==> config.mk <==
export PLATFORM = sky130hd
export DESIGN_NAME = mtf_cell
export DESIGN_NICKNAME = d
export VERILOG_FILES = /design/src/hdl/mtf_pkg.sv /design/src/hdl/mtf_cell.sv
export SDC_FILE = /design/constraint.sdc
export NUM_CORES = 1
export LEC_CHECK = 0
export ABC_AREA = 1
export BUFFER_PORTS_ARGS = -buffer_cell sky130_fd_sc_hd__buf_2
export CAP_MARGIN = 20
export CORE_MARGIN = 2
export CORE_UTILIZATION = 44
export CTS_CLUSTER_DIAMETER = 200
export CTS_CLUSTER_SIZE = 25
export DETAILED_ROUTE_END_ITERATION = 10
export PLACE_DENSITY = 0.78
export RECOVER_POWER = 25
export SLEW_MARGIN = 25
export SYNTH_ARGS = -nofsm -noshare
export SYNTH_HDL_FRONTEND = slang
export SYNTH_SLANG_ARGS = --single-unit
==> constraint.sdc <==
create_clock -name clk -period 1.4 [get_ports clk]
set_input_delay 0.21 -clock clk [delete_from_list [all_inputs] [get_ports clk]]
set_output_delay 0.21 -clock clk [all_outputs]
set_load 0.02 [all_outputs]
==> src/hdl/mtf_pkg.sv <==
`timescale 1ns / 1ps

package mtf_pkg;

  localparam int SYM_W             = 8;
  localparam int DEF_ALPHABET_SIZE = 256;

  localparam logic [SYM_W-1:0] NO_MATCH_CODE = 8'hFF;

  localparam logic DIR_ENCODE = 1'b0;
  localparam logic DIR_DECODE = 1'b1;

  typedef enum logic [1:0] {
    S_IDLE,
    S_WALK,
    S_HOLD
  } state_t;

  // Token moving down the cell chain. Before the hit, carry holds the entry
  // shifted out of the previous cell; after the hit it holds the found symbol.
  typedef struct packed {
    logic             valid;
    logic             found;
    logic [SYM_W-1:0] carry;
    logic [SYM_W-1:0] rank;
  } token_t;

endpackage

==> src/hdl/mtf_cell.sv <==
`timescale 1ns / 1ps

module mtf_cell #(
  parameter int INDEX = 0
) (
  input  logic                      clk,
  input  logic                      rst,
  input  logic                      mode,
  input  logic [mtf_pkg::SYM_W-1:0] key,
  input  logic                      load,
  input  logic [mtf_pkg::SYM_W-1:0] load_value,
  input  mtf_pkg::token_t           tok_in,
  output mtf_pkg::token_t           tok_out,
  output logic [mtf_pkg::SYM_W-1:0] entry
);
  import mtf_pkg::*;

  localparam logic [SYM_W-1:0] INDEX_B = SYM_W'(INDEX);

  logic   hit;
  logic   active;
  token_t tok_next;

  assign active = tok_in.valid && !tok_in.found;

  always_comb begin
    if (mode == DIR_DECODE) begin
      hit = active && (key == INDEX_B);
    end else begin
      hit = active && (entry == key);
    end
    tok_next.valid = tok_in.valid;
    tok_next.found = tok_in.found || hit;
    tok_next.carry = tok_in.found ? tok_in.carry : entry;
    tok_next.rank  = hit ? INDEX_B : tok_in.rank;
  end

  // Up to and including the hit cell, every cell takes the entry carried in by the token.
  always_ff @(posedge clk) begin
    if (rst) begin
      entry <= INDEX_B;
    end else if (load) begin
      entry <= load_value;
    end else if (active) begin
      entry <= tok_in.carry;
    end
  end

  always_ff @(posedge clk) begin
    if (rst) begin
      tok_out.valid <= 1'b0;
    end else begin
      tok_out <= tok_next;
    end
  end

endmodule

==> results of run 1 <==
final timing paths:
| path | to | slack (ps) |
|---|---|---|
| min reg2reg | entry[1]$_SDFFE_PP0P_ | 530 |
| max reg2reg | tok_out[3]$_SDFFCE_PP0N_ | 100 |
| max | tok_out[3]$_SDFFCE_PP0N_ | 100 |
| min | tok_out[17]$_SDFF_PP0_ | 130 |
where the power goes:
group	switching (mW)	internal, mW
sequential	0.0261	0.881
clock	0.213	0.111
combinational	0.210	0.136
tightest hold or removal path, cell delays in order:
cell and delay [ps]:
buf_2 80, inv_1 60, nor2_1 80
metal layers:
metal	share of wire (%)	global-route usage (%)
met3	7.6	2.72
met4	1.2	4.98
met5	0	0
met2	43	30.0
met1	48	25.1
layout by cell type, fill, tap and decap left out, drive strengths merged:
cell type and n:
o21a 1, buf 66, nand3 6, a31oi 8
o21ai 6, dfxtp 9, nand2 52, xnor2 5
edfxtp 17, clkbuf 6, nor2 9, inv 20
a21oi 8
sequential cells by signal, summed over array words and instances, names as in the netlist:
| register | cells |
|---|---|
| tok_out | 18 |
| entry | 8 |
area by class of cell:
type / instances / share of cell area (%)
clock buffers: 4 / 1.60
inverters: 20 / 4.58
multi-input cells: 95 / 27.9
flip-flops and latches: 26 / 42.2
well taps: 31 / 2.37
repair buffers: 68 / 21.3
through the flow:
step / setup slack, ps / cells
detailed placement: 93.2 / 240
floorplan: 148 / 144
global route: 23.3 / 244
finish: 104 / 244
CTS: 110 / 244
global placement: 134 / 240
cell usage after synthesis (all sizes together):
library cell,instances
o21ai,6
inv,20
buf,3
o21a,1
nand3,6
dfxtp,9
a21oi,8
nand2,52
nor2,9
a31oi,8
edfxtp,17
xnor2,5
what timing repair did:
item,CTS,global route
endpoints found under the setup margin,0,1
hold buffers,0,0
gates resized for setup,0,1
cell families after synthesis:
kind of cell | Yosys count
buf+inv | 23
xor+xnor | 5
compound gates | 23
simple gates | 67
flops | 26
==> metrics.cfg, run 1 <==
[outcome]
status=complete, no violations

[critical_path]
critPathLaunchType=flip-flop
ff2ff_path_depth=6
crit_buf_inv=0
cp_slowest_stage_delay_ps=450
worstSetupPathDepth=6
crit_type=flip-flop to flip-flop
crit_path_end_kind=flip-flop
cp.required_ps=1470
crit_top_cell=nand2_1
path_cells=xnor2_1 > nand2_1 > nor2_1 > nand2_1 > nand2_4 > a21oi_1
crit_fanout=9
cp-startpoint=entry[2]$_SDFFE_PP0P_
slowest_stage=dfxtp_1
cpLargestDelayFamily=flip-flops
critPathArrivalTime_ps=1370
r2r_start=entry[2]$_SDFFE_PP0P_

[hold_path]
min_delay_path_depth=3
min_path_type=primary input to flip-flop
hold_start=tok_in[17]

[clock_tree]
htreeDepth=1
clk_path_buf_depth=2
cts.sink_count=26
clk_latency_ps=320
cts_root_buf=clkbuf_4
cts_tree=built
clk_pin_slew_ps=140
cts_made_buffers=3
cts_setup_buffers=0

[sta]
hold_ws_ps=133
relSlewSlack_pct=67.4
tns_ps=0
rsz0062_at_grt=false
max_freq_mhz=771
fin_skew_ps=10.4
setup_violations=0
period_share_pct=92.6
finalCriticalPeriod_ps=1300
final-max-slew-violation-count=0
finalHoldViolCount=0
worst-slew-pin-transition_ps=488

[cells_and_area]
final_net_count=252
regArea_sq_um=692
diodes=0
fill_cells=280
fin_area_sq_mm=0.00164
drive_gt1_share_pct=35.7
multi_input_area_sq_um=457
layout-area-overhead-vs-synth_pct=31.7
fin_util_pct=60.4

[synth]
ys_ff_latch=26
synth_compound_area_share_pct=10.6
syn_area_sq_mm=0.00124
synth_seq_area_share_pct=55.5
synth.top_cells.by_area=edfxtp_1 41%, nand2_1 15%, dfxtp_1 14%
yosysTopAreaCell=edfxtp_1
synth_top_cell_area_share_pct=41.0
syn_nets=182
syn_inst=144
synth.distinct_cells=18
synth_top_family_by_area=simple AND/OR/NAND/NOR gates
synth_mux_area_share_pct=0
yosys.area_share.simple_pct=22.6
synthAdderAreaFrac_pct=0
syn_area_per_cell_sq_um=8.64
synth_xor_area_share_pct=3.52
yosysWarnings=0

[drt]
vias_per_cell=4.80
ant_nets=0
dr.pass1.iters=4
finalWirelength_um=2780
route.detailed.drc=0
wl_per_cell_um=11.4
drt_iter0_drc=18
vias=1172

[grt]
track_usage_pct=18.2
grt_pass1_vias=1100
grt_start_max_net_pins=21
grt_first_pass_wirelength_um=4710
grt-ovfl-total=0
antenna_found_initial=0

[die]
die_y_um=57.2
initial_core_util_pct=45.9
die_x_um=57.2
rows=19
fp.coreArea_sq_mm=0.00271
io_pins=64
die_area_sq_mm=0.00327

[place]
gp_congestion=0.739
dpl.hpwl_um=2200
io_buffers=63
placed_area_sq_mm=0.00161

[pwr]
p_per_area_mw_per_mm2=963
finalPower_mw=1.58
p_leak_nw=0.818
ir_drop_mv=0.622

[run]
maxCapViolCount=0

Note: power is estimated with default switching activity, not from simulation.
==> run 2: changes to the inputs <==
Clock period 1.4 ns to 1.45 ns, I/O delays scaled along.
==> run 2 against run 1 <==
Effect of this change:
- via count shrank 0.85%
- register-to-register slack gained 70 ps
- sequential share of layout area grew 0.085 points
- largest cell class unchanged
- largest power group unchanged
==> metrics.cfg, run 2 (synthesis results as in run 1) <==
[die]
die_y_um=57.2
die_area_sq_mm=0.00327
fp.coreArea_sq_mm=0.00271
initial_core_util_pct=45.9
die_x_um=57.2
rows=19
io_pins=64

[critical_path]
cp.required_ps=1520
r2r_start=entry[7]$_SDFFE_PP0P_
slowest_stage=dfxtp_1
cpLargestDelayFamily=flip-flops
r2r_slack_ps=170
crit_buf_inv=0
cp-startpoint=entry[7]$_SDFFE_PP0P_
r2r-end=tok_out[3]$_SDFFCE_PP0N_
critPathArrivalTime_ps=1350
crit_path_end_kind=flip-flop
crit_type=flip-flop to flip-flop
ff2ff_path_depth=6
cp_slowest_stage_delay_ps=460
critPathLaunchType=flip-flop
crit_top_cell=nand2_1
crit_fanout=9
path_cells=xnor2_1 > nand2_1 > nor2_1 > nand2_1 > nand2_4 > a21oi_1

[sta]
period_share_pct=88.2
finalHoldViolCount=0
worst-slew-pin-transition_ps=472
relSlewSlack_pct=68.5
final-max-slew-violation-count=0
finalCriticalPeriod_ps=1280
max_freq_mhz=782
finalWorstSetupSlack_ps=171
rsz0062_at_grt=false
tns_ps=0
setup_violations=0
fin_skew_ps=5.18

[clock_tree]
clk_latency_ps=310
clk_pin_slew_ps=140
htreeDepth=1
cts_tree=built
clk_path_buf_depth=2
cts_root_buf=clkbuf_4
cts_setup_buffers=0
cts_made_buffers=3
cts.sink_count=26
ctsHoldBuffers=0
cts_resized=0

[hold_path]
hold_end=tok_out[17]$_SDFF_PP0_
min_delay_path_depth=3
min_path_type=primary input to flip-flop
hold_start=tok_in[17]

[cells_and_area]
multi_input_area_sq_um=457
diodes=0
layout_common_cells=62 x buf_2, 51 x nand2_1, 19 x inv_1
reg.largest.list=tok_out (18), entry (8)
fin_util_pct=60.2
regMostFlops=tok_out
stdcell_count=242
layout_commonest_cell=buf_2
fill_cells=250
layout-area-overhead-vs-synth_pct=31.2
drive_gt1_share_pct=35.1
largest_register_ffs=18
final_net_count=250
regArea_sq_um=691

[grt]
grt_start_max_net_pins=21
grt_pass1_vias=1047
track_usage_pct=17.5
antenna_found_initial=0
grt_first_pass_wirelength_um=4430
grt-ovfl-total=0

[drt]
dr.pass1.iters=4
route.detailed.drc=0
vias=1162
ant_nets=0
vias_per_cell=4.80
drt_iter0_drc=18
wl_per_cell_um=11.2
finalWirelength_um=2710

[place]
dpl.hpwl_um=2170
place_ws_ps=143
gp_congestion=0.733
place_inst=238
io_buffers=63

[pwr]
power.switching_mw=0.430
power.internal_mw=1.13
pwr-share-comb_pct=20.9
ir_drop_mv=0.574
seq_power_share_pct=56.3
swShare_pct=27.6
p_leak_nw=0.813
p_per_area_mw_per_mm2=956
pwr-share-clk_pct=22.8

[run]
maxCapViolCount=0

[outcome]
status=complete, no violations

run 2: how the worst max path moves through the flow:
stage | endpoint | slack [ps] | cells past startpoint
2_1_floorplan | tok_out[1]$_SDFFCE_PP0N_ | 200 | 6
3_3_place_gp | tok_out[2]$_SDFFCE_PP0N_ | 170 | 6
5_1_grt | tok_out[4]$_SDFFCE_PP0N_ | 70 | 6
4_1_cts | tok_out[2]$_SDFFCE_PP0N_ | 170 | 6
6_report | tok_out[3]$_SDFFCE_PP0N_ | 170 | 6
3_5_place_dp | tok_out[2]$_SDFFCE_PP0N_ | 140 | 6
run 2: per-layer routing:
metal	GRT usage, %	vias up	part of all wire, %
li1	-	598	-
met1	23.6	499	47
met2	28.4	61	43
met3	2.49	4	9.1
met4	6.98	0	1.2
met5	0	-	0
run 2: per-stage QoR:
stage	instance area (sq um)	power (mW)	hold WS (ps)
floorplan	1240	1.08	287
global placement	1600	1.22	468
detailed placement	1600	1.22	473
CTS	1640	1.56	132
global route	1630	1.64	149
finish	1630	1.56	142
run 2: worst reg2reg max path: cells and delay by family, from the launching register on:
family	cells	cell delay [ps]
AO/OA/AOI/OAI	1	80
flip-flops	1	460
AND/OR/NAND/NOR	4	360
XOR/XNOR	1	140
run 2: power by group through the flow:
| stage | clock network, mW | logic, mW | registers, mW |
|---|---|---|---|
| finish | 0.356 | 0.326 | 0.878 |
| floorplan | 0 | 0.121 | 0.964 |
| CTS | 0.358 | 0.329 | 0.877 |
| global route | 0.393 | 0.360 | 0.883 |
| detailed placement | 0 | 0.329 | 0.894 |
| global placement | 0 | 0.325 | 0.893 |
run 2: final cells by class:
type                            instances  share of cell area [%]
Clock buffer                            4                    2.22
Multi-Input combinational cell         95                    28.0
Inverter                               20                    4.60
Tap cell                               31                    2.38
Timing Repair Buffer                   66                    20.5
Sequential cell                        26                    42.3
